### config.mk
export PLATFORM = sky130hd
export DESIGN_NAME = cpf_check_digit_validator_flat
export DESIGN_NICKNAME = d
export VERILOG_FILES = /design/src/cpf_pkg.sv /design/src/cpf_in_if.sv /design/src/cpf_out_if.sv /design/src/cpf_front.sv /design/src/cpf_queue.sv /design/src/cpf_back.sv /design/src/cpf_check_digit_validator.sv /design/src/flat_wrapper.sv
export SDC_FILE = /design/constraint.sdc
export NUM_CORES = 1
export LEC_CHECK = 0
export BUFFER_PORTS_ARGS = -buffer_cell sky130_fd_sc_hd__buf_2
export CORE_MARGIN = 1
export CORE_UTILIZATION = 35
export CTS_BUF_LIST = sky130_fd_sc_hd__clkbuf_4 sky130_fd_sc_hd__clkbuf_8
export DETAILED_ROUTE_END_ITERATION = 7
export PLACE_DENSITY = 0.61
export SLEW_MARGIN = 20
export SYNTH_ARGS = -nofsm -noshare
export SYNTH_HDL_FRONTEND = slang
export SYNTH_SLANG_ARGS = --single-unit
### constraint.sdc
create_clock -name clk -period 10.6 [get_ports clk]
set_input_delay 0 -clock clk [delete_from_list [all_inputs] [get_ports clk]]
set_output_delay 0 -clock clk [all_outputs]
set_load 0.005 [all_outputs]
### src/cpf_pkg.sv
// Shared types, constants and helper functions for the CPF check digit validator.
// Used by the channel interfaces and every module of the block; depends on nothing.
`default_nettype none

package cpf_pkg;

  localparam logic [7:0] CHAR_ZERO = 8'h30;
  localparam logic [7:0] CHAR_NINE = 8'h39;

  typedef logic [7:0] char_t;
  typedef logic [3:0] digit_t;
  typedef logic [3:0] count_t;
  typedef logic [3:0] res11_t;   // residue modulo 11, 0..10
  typedef logic [1:0] status_t;

  // Verdict codes
  localparam status_t STATUS_VALID     = 2'd0;
  localparam status_t STATUS_BAD_COUNT = 2'd1;
  localparam status_t STATUS_ALL_EQUAL = 2'd2;
  localparam status_t STATUS_MISMATCH  = 2'd3;

  // Digit positions with a special role (zero based)
  localparam count_t IDX_REGION = 4'd8;
  localparam count_t IDX_CHECK1 = 4'd9;
  localparam count_t IDX_CHECK2 = 4'd10;
  localparam count_t IDX_FULL   = 4'd11;

  localparam res11_t RES_ELEVEN = 4'd11;

  // One classified character as it travels from front to back
  typedef struct packed {
    logic   last;
    logic   is_digit;
    digit_t digit;
  } cpf_item_t;

  // Queue occupancy as seen by the front and back
  typedef struct packed {
    logic full;
    logic empty;
  } cpf_q_stat_t;

  // (a + b) mod 11 for a < 11 and b < 11
  function automatic res11_t mod11_add(input res11_t a, input res11_t b);
    logic [4:0] s;
    s = {1'b0, a} + {1'b0, b};
    if (s >= {1'b0, RES_ELEVEN}) begin
      s = s - {1'b0, RES_ELEVEN};
    end
    return s[3:0];
  endfunction

  // ((sum * 10) mod 11) mod 10 given r = sum mod 11; sum*10 is -sum modulo 11
  function automatic digit_t check_of(input res11_t r);
    digit_t c;
    if (r == 4'd0 || r == 4'd1) begin
      c = 4'd0;
    end else begin
      c = RES_ELEVEN - r;
    end
    return c;
  endfunction

endpackage

`default_nettype wire

### src/cpf_in_if.sv
// Input character channel: valid/ready handshake carrying one ASCII character.
// Depends on cpf_pkg.
`default_nettype none

interface cpf_in_if;
  logic            valid;
  logic            ready;
  cpf_pkg::char_t  char_code;
  logic            last;

  modport source (output valid, output char_code, output last, input ready);
  modport sink   (input valid, input char_code, input last, output ready);
endinterface

`default_nettype wire

### src/cpf_out_if.sv
// Verdict channel: valid/ready handshake carrying status and region.
// Depends on cpf_pkg.
`default_nettype none

interface cpf_out_if;
  logic             valid;
  logic             ready;
  cpf_pkg::status_t status;
  cpf_pkg::digit_t  region;

  modport source (output valid, output status, output region, input ready);
  modport sink   (input valid, input status, input region, output ready);
endinterface

`default_nettype wire

### src/cpf_front.sv
// Front end: accepts characters, classifies digit / non-digit, pushes to the queue.
// Depends on cpf_pkg and cpf_in_if.
`default_nettype none

module cpf_front (
  cpf_in_if.sink                   in_ch,
  input  cpf_pkg::cpf_q_stat_t     q_stat,
  output logic                     push,
  output cpf_pkg::cpf_item_t       push_item
);

  // Take a transaction whenever the queue has room
  assign in_ch.ready = !q_stat.full;
  assign push        = in_ch.valid && !q_stat.full;

  // Classify the character
  always_comb begin
    logic [7:0] offs;
    offs                = in_ch.char_code - cpf_pkg::CHAR_ZERO;
    push_item.last      = in_ch.last;
    push_item.is_digit  = (in_ch.char_code >= cpf_pkg::CHAR_ZERO) &&
                          (in_ch.char_code <= cpf_pkg::CHAR_NINE);
    push_item.digit     = offs[3:0];
  end

endmodule

`default_nettype wire

### src/cpf_queue.sv
// Short FIFO of classified characters between front and back.
// Depends on cpf_pkg.
`default_nettype none

module cpf_queue #(
  parameter int DEPTH = 4
) (
  input  logic                    clk,
  input  logic                    rst_n,
  input  logic                    push,
  input  cpf_pkg::cpf_item_t      push_item,
  input  logic                    pop,
  output cpf_pkg::cpf_item_t      head_item,
  output cpf_pkg::cpf_q_stat_t    q_stat
);

  localparam int PtrW = (DEPTH > 1) ? $clog2(DEPTH) : 1;
  localparam int CntW = $clog2(DEPTH + 1);
  localparam logic [PtrW-1:0] PtrLast = PtrW'(DEPTH - 1);
  localparam logic [CntW-1:0] CntFull = CntW'(DEPTH);

  cpf_pkg::cpf_item_t slot_r [DEPTH];
  logic [PtrW-1:0]    wr_ptr_r, wr_ptr_nxt;
  logic [PtrW-1:0]    rd_ptr_r, rd_ptr_nxt;
  logic [CntW-1:0]    cnt_r, cnt_nxt;

  assign q_stat.full  = (cnt_r == CntFull);
  assign q_stat.empty = (cnt_r == '0);
  assign head_item    = slot_r[rd_ptr_r];

  // Pointer and count update
  always_comb begin
    wr_ptr_nxt = wr_ptr_r;
    rd_ptr_nxt = rd_ptr_r;
    cnt_nxt    = cnt_r;
    if (push) begin
      wr_ptr_nxt = (wr_ptr_r == PtrLast) ? '0 : wr_ptr_r + 1'b1;
    end
    if (pop) begin
      rd_ptr_nxt = (rd_ptr_r == PtrLast) ? '0 : rd_ptr_r + 1'b1;
    end
    if (push && !pop) begin
      cnt_nxt = cnt_r + 1'b1;
    end else if (!push && pop) begin
      cnt_nxt = cnt_r - 1'b1;
    end
  end

  always_ff @(posedge clk) begin
    if (!rst_n) begin
      wr_ptr_r <= '0;
      rd_ptr_r <= '0;
      cnt_r    <= '0;
    end else begin
      wr_ptr_r <= wr_ptr_nxt;
      rd_ptr_r <= rd_ptr_nxt;
      cnt_r    <= cnt_nxt;
    end
  end

  // Entry storage
  always_ff @(posedge clk) begin
    if (push) begin
      slot_r[wr_ptr_r] <= push_item;
    end
  end

  // Occupancy never exceeds the depth
  a_cnt_range: assert property (@(posedge clk) disable iff (!rst_n)
    cnt_r <= CntFull)
    else $error("queue count out of range");

  // Never written while full, never read while empty
  a_no_overrun: assert property (@(posedge clk) disable iff (!rst_n)
    !(push && q_stat.full) && !(pop && q_stat.empty))
    else $error("queue overrun or underrun");

  // A lone push grows the count by one
  a_cnt_step: assert property (@(posedge clk) disable iff (!rst_n)
    (push && !pop) |=> (cnt_r == $past(cnt_r) + 1'b1))
    else $error("queue count did not advance");

endmodule

`default_nettype wire

### src/cpf_back.sv
// Back end: accumulates digit state, forms the verdict on the last character and
// holds it in the output register. Depends on cpf_pkg and cpf_out_if.
`default_nettype none

module cpf_back (
  input  logic                    clk,
  input  logic                    rst_n,
  input  cpf_pkg::cpf_q_stat_t    q_stat,
  input  cpf_pkg::cpf_item_t      head_item,
  output logic                    pop,
  cpf_out_if.source               out_ch
);

  // Accumulation state; sums are kept as residues modulo 11 via prefix sums:
  // p = running digit sum, t = running sum of p; over n digits t + p gives weights n+1..2.
  cpf_pkg::count_t  cnt_r, cnt_nxt;
  logic             ovf_r, ovf_nxt;
  cpf_pkg::digit_t  first_r, first_nxt;
  logic             all_eq_r, all_eq_nxt;
  cpf_pkg::res11_t  p_r, p_nxt;
  cpf_pkg::res11_t  t_r, t_nxt;
  cpf_pkg::res11_t  res1_r, res1_nxt;
  cpf_pkg::res11_t  res2_r, res2_nxt;
  cpf_pkg::digit_t  region_r, region_nxt;
  cpf_pkg::digit_t  chk1_r, chk1_nxt;
  cpf_pkg::digit_t  chk2_r, chk2_nxt;

  // Output register
  logic             out_valid_r;
  cpf_pkg::status_t out_status_r, out_status_nxt;
  cpf_pkg::digit_t  out_region_r, out_region_nxt;

  logic             take;
  logic             finish;

  // Non-last items always drain; a last item needs a free output slot
  assign pop    = !q_stat.empty &&
                  (!head_item.last || !out_valid_r || out_ch.ready);
  assign take   = pop && head_item.is_digit;
  assign finish = pop && head_item.last;

  // Digit intake
  always_comb begin
    cpf_pkg::res11_t p_new;
    cpf_pkg::res11_t t_new;
    p_new      = cpf_pkg::mod11_add(p_r, head_item.digit);
    t_new      = cpf_pkg::mod11_add(t_r, p_new);
    cnt_nxt    = cnt_r;
    ovf_nxt    = ovf_r;
    first_nxt  = first_r;
    all_eq_nxt = all_eq_r;
    p_nxt      = p_r;
    t_nxt      = t_r;
    res1_nxt   = res1_r;
    res2_nxt   = res2_r;
    region_nxt = region_r;
    chk1_nxt   = chk1_r;
    chk2_nxt   = chk2_r;
    if (take) begin
      if (cnt_r == cpf_pkg::IDX_FULL) begin
        ovf_nxt = 1'b1;
      end else begin
        if (cnt_r == '0) begin
          first_nxt = head_item.digit;
        end else if (head_item.digit != first_r) begin
          all_eq_nxt = 1'b0;
        end
        p_nxt = p_new;
        t_nxt = t_new;
        if (cnt_r == cpf_pkg::IDX_REGION) begin
          res1_nxt   = cpf_pkg::mod11_add(t_new, p_new);
          region_nxt = head_item.digit;
        end
        if (cnt_r == cpf_pkg::IDX_CHECK1) begin
          res2_nxt = cpf_pkg::mod11_add(t_new, p_new);
          chk1_nxt = head_item.digit;
        end
        if (cnt_r == cpf_pkg::IDX_CHECK2) begin
          chk2_nxt = head_item.digit;
        end
        cnt_nxt = cnt_r + 1'b1;
      end
    end
  end

  // Verdict from the state after this item's digit
  always_comb begin
    out_region_nxt = '0;
    priority if (cnt_nxt != cpf_pkg::IDX_FULL || ovf_nxt) begin
      out_status_nxt = cpf_pkg::STATUS_BAD_COUNT;
    end else if (all_eq_nxt) begin
      out_status_nxt = cpf_pkg::STATUS_ALL_EQUAL;
    end else if (cpf_pkg::check_of(res1_nxt) != chk1_nxt ||
                 cpf_pkg::check_of(res2_nxt) != chk2_nxt) begin
      out_status_nxt = cpf_pkg::STATUS_MISMATCH;
    end else begin
      out_status_nxt = cpf_pkg::STATUS_VALID;
      out_region_nxt = region_nxt;
    end
  end

  // State registers; a verdict returns everything to reset values
  always_ff @(posedge clk) begin
    if (!rst_n || finish) begin
      cnt_r    <= '0;
      ovf_r    <= 1'b0;
      first_r  <= '0;
      all_eq_r <= 1'b1;
      p_r      <= '0;
      t_r      <= '0;
      res1_r   <= '0;
      res2_r   <= '0;
      region_r <= '0;
      chk1_r   <= '0;
      chk2_r   <= '0;
    end else begin
      cnt_r    <= cnt_nxt;
      ovf_r    <= ovf_nxt;
      first_r  <= first_nxt;
      all_eq_r <= all_eq_nxt;
      p_r      <= p_nxt;
      t_r      <= t_nxt;
      res1_r   <= res1_nxt;
      res2_r   <= res2_nxt;
      region_r <= region_nxt;
      chk1_r   <= chk1_nxt;
      chk2_r   <= chk2_nxt;
    end
  end

  // Output register
  always_ff @(posedge clk) begin
    if (!rst_n) begin
      out_valid_r <= 1'b0;
    end else if (finish) begin
      out_valid_r <= 1'b1;
    end else if (out_ch.ready) begin
      out_valid_r <= 1'b0;
    end
  end

  always_ff @(posedge clk) begin
    if (finish) begin
      out_status_r <= out_status_nxt;
      out_region_r <= out_region_nxt;
    end
  end

  assign out_ch.valid  = out_valid_r;
  assign out_ch.status = out_status_r;
  assign out_ch.region = out_region_r;

  // The running residues p and t stay below 11 and the count never passes eleven
  a_state_range: assert property (@(posedge clk) disable iff (!rst_n)
    p_r < cpf_pkg::RES_ELEVEN && t_r < cpf_pkg::RES_ELEVEN &&
    cnt_r <= cpf_pkg::IDX_FULL)
    else $error("accumulator state out of range");

  // A pending verdict is never overwritten
  a_no_clobber: assert property (@(posedge clk) disable iff (!rst_n)
    !(finish && out_valid_r && !out_ch.ready))
    else $error("verdict overwritten while stalled");

  // A verdict presents a result and restarts the count
  a_finish: assert property (@(posedge clk) disable iff (!rst_n)
    finish |=> (out_valid_r && cnt_r == '0 && !ovf_r && all_eq_r))
    else $error("verdict did not restart the entry");

  // A region is only reported with a valid status
  a_region: assert property (@(posedge clk) disable iff (!rst_n)
    (out_valid_r && out_status_r != cpf_pkg::STATUS_VALID) |-> (out_region_r == '0))
    else $error("region reported on an invalid verdict");

endmodule

`default_nettype wire

### src/cpf_check_digit_validator.sv
// Top level of the CPF check digit validator: front end, queue and back end.
// Depends on cpf_pkg, cpf_in_if, cpf_out_if, cpf_front, cpf_queue, cpf_back.
//
// Checks a Brazilian CPF number sent as ASCII characters, one per input
// transaction; anything other than '0'..'9' is skipped. The transaction with
// last set closes the entry and produces exactly one verdict transaction:
// status 0 valid (region carries the ninth digit), 1 digit count not eleven,
// 2 all digits equal, 3 check digit mismatch (region is zero unless valid).
// The block takes one character per clock cycle while its queue has room. For
// each entry, the accepting edge writes the last character into the queue;
// the back end then accumulates it and forms the verdict from the queue head,
// and holds the verdict in its output register. A stalled verdict channel
// stops only the next last character, and the input keeps flowing until the
// QUEUE_DEPTH-entry queue fills.
`default_nettype none

module cpf_check_digit_validator #(
  parameter int QUEUE_DEPTH = 4
) (
  input  logic       clk,
  input  logic       rst_n,
  cpf_in_if.sink     in_ch,
  cpf_out_if.source  out_ch
);

  logic                  push;
  logic                  pop;
  cpf_pkg::cpf_item_t    push_item;
  cpf_pkg::cpf_item_t    head_item;
  cpf_pkg::cpf_q_stat_t  q_stat;

  cpf_front u_front (
    .in_ch     (in_ch),
    .q_stat    (q_stat),
    .push      (push),
    .push_item (push_item)
  );

  cpf_queue #(
    .DEPTH (QUEUE_DEPTH)
  ) u_queue (
    .clk       (clk),
    .rst_n     (rst_n),
    .push      (push),
    .push_item (push_item),
    .pop       (pop),
    .head_item (head_item),
    .q_stat    (q_stat)
  );

  cpf_back u_back (
    .clk       (clk),
    .rst_n     (rst_n),
    .q_stat    (q_stat),
    .head_item (head_item),
    .pop       (pop),
    .out_ch    (out_ch)
  );

endmodule

`default_nettype wire
### src/flat_wrapper.sv
// flat-port wrapper written by rule: the top's interface ports become plain ports
module cpf_check_digit_validator_flat 
#(
  parameter int QUEUE_DEPTH = 4
)
  (clk, rst_n, in_ch_valid, in_ch_char_code, in_ch_last, in_ch_ready, out_ch_valid, out_ch_status, out_ch_region, out_ch_ready);
  cpf_in_if in_ch_i ();
  cpf_out_if out_ch_i ();
  input  logic clk;
  input  logic rst_n;
  input wire logic [$bits(in_ch_i.valid)-1:0] in_ch_valid;
  input wire logic [$bits(in_ch_i.char_code)-1:0] in_ch_char_code;
  input wire logic [$bits(in_ch_i.last)-1:0] in_ch_last;
  output wire logic [$bits(in_ch_i.ready)-1:0] in_ch_ready;
  output wire logic [$bits(out_ch_i.valid)-1:0] out_ch_valid;
  output wire logic [$bits(out_ch_i.status)-1:0] out_ch_status;
  output wire logic [$bits(out_ch_i.region)-1:0] out_ch_region;
  input wire logic [$bits(out_ch_i.ready)-1:0] out_ch_ready;
  assign in_ch_i.valid = in_ch_valid;
  assign in_ch_i.char_code = in_ch_char_code;
  assign in_ch_i.last = in_ch_last;
  assign in_ch_ready = in_ch_i.ready;
  assign out_ch_valid = out_ch_i.valid;
  assign out_ch_status = out_ch_i.status;
  assign out_ch_region = out_ch_i.region;
  assign out_ch_i.ready = out_ch_ready;
  cpf_check_digit_validator #(.QUEUE_DEPTH(QUEUE_DEPTH)) u_core (.clk(clk), .rst_n(rst_n), .in_ch(in_ch_i), .out_ch(out_ch_i));
endmodule
[After elaboration in Yosys (flattened, before gate mapping)]
Memory sizes are Yosys's and may differ from the RTL's. A register that Yosys moved wholly into a read port is not among the register bits.
Cells that the tools add are included.
Word-level totals
  bits in registers: 52
  bits in writable memories: 24
  input port bits: 13
  output and inout port bits: 8
  memories kept: 1
Memory list
  u_core.u_queue.slot_r: depth 4, width 6, read ports 1, clocked after Yosys merged registers in 1, wr ports 1, line cpf_queue.sv:22  | cpf_pkg::cpf_item_t slot_r [DEPTH];
Operators by class
  add/sub/neg operators: 14
  order comparisons: 5
  eq/ne operators: 13
  multiplexer cells: 44
  bitwise logic cells: 1
  reductions and logical operators: 30
Operators by type and width (count)
  2-to-1 mux 4 bit: 26
  == test 4 bit (second input constant): 4
  adder 4 x 4 -> 5 bit: 3
  >= comparator 5 x 4 -> 1 bit (second input constant): 3
  zero test 4 bit: 3
  2-to-1 mux 2 bit: 6
  != test 4 bit: 3
  subtractor 4 bit (second input constant): 3
  2-to-1 mux 1 bit: 10
  == test 4 x 1 -> 1 bit (second input constant): 2
  >= comparator 8 x 6 -> 1 bit (second input constant): 1
  less-or-equal comparator 8 x 6 -> 1 bit (second input constant): 1
  subtractor 4 bit (first input constant): 2
  logical AND 1 bit: 7
  zero test 1 bit: 7
  logical OR 1 bit: 7
  2-to-1 mux 3 bit: 2
  adder 2 x 1 -> 2 bit (second input constant): 2
  adder 4 x 1 -> 4 bit (second input constant): 1
  == test 2 bit (second input constant): 2
  != test 4 bit (second input constant): 1
  nonzero test 2 bit: 2
  subtractor 4 x 1 -> 4 bit (second input constant): 1
  adder 3 x 1 -> 3 bit (second input constant): 1
  7 further kinds: 7

[Longest topological paths before layout]
Gate-level depths: netlist of run 1.
  depth after elaboration: 21
  depth in mapped cells: 35

[Cells and area by module]
A second synthesis of run 1 with hierarchy kept.
Unflattened totals
  cells, all modules: 412
  area, all modules: 4317.9 µm²
By module, submodules not included
  cpf_back: instances 1, cells an instance 327, area each 2914.0 µm², seq. area each 960.9 µm²
  cpf_queue: instances 1, cells an instance 75, area each 1323.8 µm², seq. area each 900.9 µm²
  cpf_front: instances 1, cells an instance 10, area each 80.1 µm², seq. area each 0.0 µm²

[Worst setup path before layout of run 1]
OpenSTA, ideal clock, no wires.
  kind: reg-to-reg
  from: register (tool-made name)
  to: register u_core.u_back.out_region_r[0], in the netlist u_core.u_back.out_ch.region[0], data pin
  arrival: 7.463 ns
  path slack: 2.956 ns
  cell stages (with the launch flop): 32
  path buffers: 2
  clock period less this slack: 7.644 ns
  cell sequence: dfxtp_1 buf_6 mux4_2 ha_1 fa_1 ha_1 nor2_1 o21ai_0 xor2_1 ha_1 inv_1 fa_1 inv_1 ha_1 o21ai_0 and3b_1 clkbuf_1 xnor2_1 ha_1 fa_1 ha_1 or2_2 or4_1 nand3_1 mux2i_1 ha_1 nand3b_1 nand2_1 o211ai_1 o221ai_1 or4_4 nor4b_1
RTL lines
  to (signal assigned): line cpf_back.sv:145  | out_region_r <= out_region_nxt;
  to (decl): line cpf_back.sv:31  | cpf_pkg::digit_t out_region_r, out_region_nxt;

==> metrics list, run 1 <==
- The number of nets in the synthesized netlist is 453.
- CORE AREA: 11600 µm²
- The initialized floorplan defines 39 standard-cell rows.
* Number of antenna cells inserted: 0
* Die height: ~110 µm
* Tcrit/Tclk final: around four fifths
* Number of unique standard cell types used by synthesis: between 60 and 70
- Setup violations remaining at the end of the flow were counted as 0.
* Syn Std Cell Area: between 4000 and 5000 µm²
- The critical path is of the register to register type.
* Number of buffers created by CTS: 9
- Summing all placed instances gives a cell area of 4470 µm².
* Routability cong.: 0.797
- The tool flagged a number of max-cap violations equal to 0.
- Sum of net half-perimeters after detailed placement: slightly above 6000 µm
- Final hold analysis gives a worst-case slack of just under 0.05 ns.
* Post-Route WL: 8120 µm
* Worst-margin pin slew: between 0.9 and 1 ns
* Pin count of the biggest net entering global routing: 39
- Yosys printed 0 warnings.
- Initial antenna violation count: 0
- For this design, the CTS-stage hold fixing added 7 buffers.
- The synthesized design contains between 70 and 80 register bits.
- Area overhead of the layout relative to synthesis: 11.3%
- Capturing element type of the critical path: register
- Of the cells placed in the final design, the portion with a size suffix greater than 1 is ~14%.
- Cell with the biggest individual delay on the critical path: mux4_2
- Counting cells, the worst reg-to-reg path comes to 29.
- Data on the critical path arrives at its endpoint at 8.83 ns.
- Layout Nets: 480
* Post-synth EDFFs: 30
- Vias: between 2000 and 3000
* Via count of the first global-routing pass: between 3000 and 4000
- Post-CTS timing repair inserted 0 buffers for setup.
- Data required time at the worst endpoint: 10.75 ns
- The count of endpoints failing hold in the final timing report was 0.
- STA classifies the critical path startpoint as a register.
* Highest signal layer in the routed design: met4
- The later pin in the worst-skew pair is clocked with a latency of 0.36 ns.
* Residual antenna-violating net count after detailed routing: 0
- Wire segments on met2 add up to 3930 µm in the final route.
- The largest single stage delay on the critical path is roughly 0.65 ns.
- In this run the worst hold path is classified as primary input to register.
* TritonCTS clock tree: yes
- In this run the tool buffered the top-level ports with 20 buffer cells.
- Leading cell types by total area after synthesis: dfxtp_1 23%, edfxtp_1 21%, ha_1 7.9%
- For this run, the top clock speed supported by timing is around 120 MHz.
- The synthesized design spends more area on one cell type than any other, namely dfxtp_1.
* DIE AREA: about 13000 µm²
* Number of resized instances in the post-cts repair step: 0
- X dimension of the die: approximately 110 µm
- I/O pin count: 21
* Wirelength per Cell: 13.9 µm
- Pre-antenna DRT Iters: 4
- In the global route stage, overall resource usage came out at 14.1%.
* Leftover overflow at the end of global routing: 0
* Core occupancy in the finished layout: 40.8%
- Count of filler cells inserted in the layout: ~1100
- Clock-pin slew of the registers on the worst-case setup and hold paths: approximately 0.10 ns
- CTS built an H-tree with a depth of 3.
* Status: finished, final reports clean
- Deepest clock path buffer count: 2
- In the routed design, unresolved DRC markers number 0.
- After routing the design area is ~4700 µm².
* Post-detailed-route via-to-cell ratio: about 5
* Async set or reset register ratio after synthesis: 0%
- The max-slew violation count is 0.
- Setup repair after global routing left no endpoint under its margin.
- Post-synthesis sequential area ratio: between 40% and 50%
- Skew final: between 0.009 and 0.01 ns
* Most frequent cell on the critical path: ha_1
* Number of design-rule violations left by the first detailed-router iteration: 195
- Area share of the largest cell type after synthesis: around 23%
* CTS root buf: clkbuf_8
- Along the worst path, the maximum fanout reaches 8.
- Met1 wire length: approximately 3800 µm
- Met3 routed WL: 232 µm
- The worst pin sits at a relative slew slack of between 30% and 40%.
- Initial Utilization: between 30 and 40%
- First-pass GRT wire length: between 10000 and 15000 µm
- Shortest period the worst path allows: ~8.7 ns
- Synth top cells by count: 48 x dfxtp_1, 48 x nor2_1, 30 x edfxtp_1
- Number of clock sinks: 78
- Instance count of the mapped netlist: 409
- WHS Path Cells: 4
- Final setup TNS: 0 ns
- Top_reg_cell synth: dfxtp_1
* Mean post-synth cell area: 10.4 µm²
## cell usage in the layout, fill, tap and decap left out, types with 5 or more instances in the layout
cell type / count
a21oi_1: 24
and2_1: 5
and3_1: 5
buf_2: 20
clkbuf_8: 9
dfxtp_1: 48
dlygate4sd3_1: 7
edfxtp_1: 30
ha_1: 27
inv_1: 16
mux2i_1: 28
mux4_2: 5
nand2_1: 26
nand3_1: 9
nor2_1: 48
nor2b_1: 12
nor3_1: 9
o21ai_0: 14
xnor2_1: 16
xor2_1: 5
## critical path, delay by kind of cell (launching register included)
family / cells / cell delay, ns
AOI/OAI and AO/OA: 6 / 1.37
buffers and inverters: 1 / 0.06
and+or+nand+nor: 10 / 2.20
adders and majority gates: 8 / 2.88
DFF: 1 / 0.59
xor gates and xnor gates: 2 / 0.58
muxes: 2 / 0.77
## through the flow
step / instances / setup WS, ns
floorplan: 409 / 2.96
global route: 584 / 1.24
finish: 584 / 1.92
CTS: 584 / 1.88
global placement: 561 / 2.33
detailed placement: 561 / 1.93
## layout make-up
type	count	area (µm²)	area share, %
Clock buffer	9	124	2.62
Tap cell	143	179	3.78
Timing Repair Buffer	28	178	3.75
Inverter	16	60.1	1.27
Clock inverter	7	75.1	1.59
Sequential cell	78	1860	39.3
Multi-Input combinational cell	303	2260	47.7
## layer usage
layer / global-route usage [%] / vias to the layer above
met3: 3.78 / 8
met4: 4.00 / 0
li1: - / 1524
met1: 17.1 / 1392
met2: 24.7 / 41
met5: 0 / -
## flip-flops by register name, indices dropped and copies added (netlist names), 3 cells and up, named ones only
| signal | flops |
|---|---|
| u_core.u_back.res1_r | 4 |
| u_core.u_back.out_ch.region | 4 |
| u_core.u_queue.slot_r | 24 |
| u_core.u_queue.cnt_r | 3 |
| u_core.u_back.first_r | 4 |
| u_core.u_back.cnt_r | 4 |
| u_core.u_back.chk1_r | 4 |
| u_core.u_back.t_r | 4 |
| u_core.u_back.chk2_r | 4 |
| u_core.u_back.res2_r | 4 |
| u_core.u_back.region_r | 4 |
| u_core.u_back.p_r | 4 |
## kinds of logic after synthesis
logic type,Yosys count,share of synthesized area (%)
compound gates,69,10.9
buf+inv,28,3.20
simple gates,146,18.0
xor+xnor,21,4.32
fa+ha+maj,31,9.82
flops,78,43.7
mux,36,10.0
## worst paths after layout
check	slack [ns]	to	from
worst min register to register	0.47	u_core.u_back.p_r[2]	u_core.u_back.p_r[2]
worst min-delay path	0.05	u_core.u_queue.wr_ptr_r[0]	in_ch_valid
worst max-delay path	1.92	u_core.u_back.out_ch.region[2]	register
worst max register to register	1.92	u_core.u_back.out_ch.region[2]	register
Power of run 1 is left out: the tool's default activity adds up to more than one toggle a clock period on the data nets, which glitch-free logic cannot reach.
==> run 2, diff against run 1 <==
Settings changed: PLACE_DENSITY 0.61 to 0.63.
Clock period 10.6 ns to 7.7 ns, I/O delays scaled along.
==> run 2 against run 1 <==
- cell count increased by 5.1%
- worst setup slack got worse by 1.8 ns
- worst hold slack improved by 0.015 ns
- critical path type unchanged
- largest cell class unchanged
==> metrics list, run 2 (synthesis results as in run 1) <==
- Final setup violation count: 0 (unchanged)
- For hold timing, the worst endpoint is u_core.u_queue.wr_ptr_r[0].
* WHS Path Cells: 4 (unchanged)
- The placer congestion estimate is 0.803 (+0.78%).
- Shortest period the worst path allows: 7.58 ns (-1.10 ns)
- I/O pin count: 21 (unchanged)
* Via count of the first global-routing pass: 3008 (-1.3%)
* Residual antenna-violating net count after detailed routing: 0 (unchanged)
* Vias: 3147 (+6.1%)
- Fmax: 132 MHz (+15%)
- The number of inserted filler cells in the final layout came to 1065 (-5.6%).
- DR DRC count: 0 (unchanged)
- In the layout the commonest cells are 47 x nor2_1, 47 x dfxtp_1, 31 x buf_4.
- FF-to-FF setup slack: 0.12 ns (-1.80 ns)
- Crit Path Class: register to register
- The worst setup path is captured at a register.
- Cell with the biggest individual delay on the critical path: fa_2
- Max FFs per register: 24 (unchanged)
- Area overhead of the layout relative to synthesis: 23.3%
- The height of the chip was 112 µm (unchanged).
* Initial Utilization: 36.7% (unchanged)
- The sequential cell area came to 1860 µm² (about the same).
* Number of clock sinks: 78 (unchanged)
* Register with the most flip-flops: u_core.u_queue.slot_r
* Worst R2R End: u_core.u_back.out_ch.region[2]
- The highest fanout seen on the critical path came to 4 (-4).
* Crit path arrival time: 7.76 ns (-1.07 ns)
* Sum of net half-perimeters after detailed placement: 6490 µm (+6.1%)
- CORE AREA: 11600 µm² (unchanged)
- Number of design-rule violations left by the first detailed-router iteration: 147 (-25%)
- RSZ-0062 raised after global routing: true
- TritonCTS built the clock tree.
* Fraction of final layout cells sized beyond drive strength 1: 27.6% (+14 points)
- The total length of routed wires is 9040 µm (+11%).
* First-pass GRT wire length: 14700 µm (+4.2%)
- DIE AREA: 12600 µm² (unchanged)
- The pin count of the biggest net entering global routing came to 39 (unchanged).
- Worst min path class: primary input to register
- Launch instance of the worst min-delay path: in_ch_valid
- The slew at the pin with the worst max-slew slack came to 1.05 ns (+0.123 ns).
- Post-detailed-route via-to-cell ratio: 5.13 (+0.95%)
- Max-Slew Margin vs Limit: 29.8% (-8.2 points)
- The critical path required time was 7.89 ns (-2.86 ns).
- Area used by multi-input combinational logic: 2520 µm² (+11%)
- Final Hold Fails: 0 (unchanged)
- The die width is 112 µm (unchanged).
* GR Util All Layers: 14.8% (+0.70 points)
- The number of iterations in the first detailed-routing pass is 4 (unchanged).
- Max Transition Viols Final: 0 (unchanged)
- The final-stage net count is 510 (+6.3%).
- Tcrit/Tclk final: 98.4% (+17 points)
- Htree depth: 3 (unchanged)
- Number of maximum-capacitance violations: 0 (unchanged)
- The final worst clock skew was 0.00971 ns (+0.000180 ns).
* Worst stage delay on the critical path: 0.63 ns (-0.02 ns)
- Initial antenna violation count: 0 (unchanged)
- The setup TNS came to 0 ns (unchanged).
* Site row count: 39 (unchanged)
* Status: finished, final reports clean
* Deepest clock path buffer count: 2 (unchanged)
- STA classifies the critical path startpoint as a register.
- The count of inserted antenna diode cells is 0 (unchanged).
* CTS root buf: clkbuf_8
- Later-pin clock latency in the skew report: 0.36 ns (about the same)
- Wirelength per Cell: 14.7 µm (+6.0%)
* Worst hold slack: 0.0630 ns (+0.0145 ns)
- Clock-pin slew of the registers on the worst-case setup and hold paths: 0.08 ns (-0.02 ns)
* Number of cells on the worst reg-to-reg path: 31 (+6.9%)
- PortBufs: 20 (unchanged)
- Leftover overflow at the end of global routing: 0 (unchanged)
- Number of buffers created by CTS: 9 (unchanged)
==> run 2: critical path, delay by kind of cell (launching register included) <==
| family | cells | cell delay, ns |
|---|---|---|
| flip-flops | 1 | 0.35 |
| AND/OR/NAND/NOR | 11 | 2.32 |
| XOR/XNOR | 2 | 0.30 |
| multiplexers | 2 | 0.63 |
| AO/OA/AOI/OAI | 4 | 0.55 |
| adder cells (fa/ha/maj) | 9 | 2.99 |
| buffers and inverters | 3 | 0.25 |
==> run 2: repair_timing <==
action / CTS / global route
hold buffers: 7 / 0
buffers inserted: 1 / 14
endpoints found under the setup margin: 4 / 6
pin swaps: 4 / 27
endpoints found under the hold margin: 30 / 0
resized for setup: 9 / 48
==> run 2: area by class of cell <==
type / instances / area share, %
Clock buffer: 9 / 2.36
Sequential cell: 78 / 35.5
Timing Repair Buffer: 58 / 7.67
Inverter: 16 / 1.14
Clock inverter: 7 / 1.98
Multi-Input combinational cell: 303 / 48.0
Tap cell: 143 / 3.41
==> run 2: through the flow <==
stage,instance area (µm²),util (%),std cells,setup WS [ns]
final,5250,45.2,614,0.122
after global routing,5250,45.2,614,-0.212
after CTS,4920,42.4,600,0.0307
after detailed placement,4580,39.4,576,-0.165
after global placement,4580,39.4,576,0.113
after floorplan,4260,-,409,0.0558
==> run 2: per-layer routing <==
layer | up-vias | wire length (µm) | part of all wire [%] | GRT usage [%]
li1 | 1586 | - | - | -
met5 | - | 0 | 0 | 0
met2 | 36 | 4590 | 51 | 26.0
met4 | 0 | 120 | 1.3 | 4.18
met3 | 10 | 264 | 2.9 | 3.73
met1 | 1515 | 4070 | 45 | 18.1
==> run 2: worst max-delay path by stage <==
stage / start / to / slack (ns) / cells past startpoint
2_1_floorplan: register / u_core.u_back.out_ch.region[0] / 0.06 / 31
3_3_place_gp: register / u_core.u_back.out_ch.region[1] / 0.11 / 31
3_5_place_dp: register / u_core.u_back.out_ch.region[0] / -0.17 / 30
6_report: register / u_core.u_back.out_ch.region[2] / 0.12 / 31
4_1_cts: register / u_core.u_back.out_ch.region[0] / 0.03 / 30
5_1_grt: register / u_core.u_back.out_ch.region[2] / -0.21 / 31
Power of run 2 is left out for the same reason.
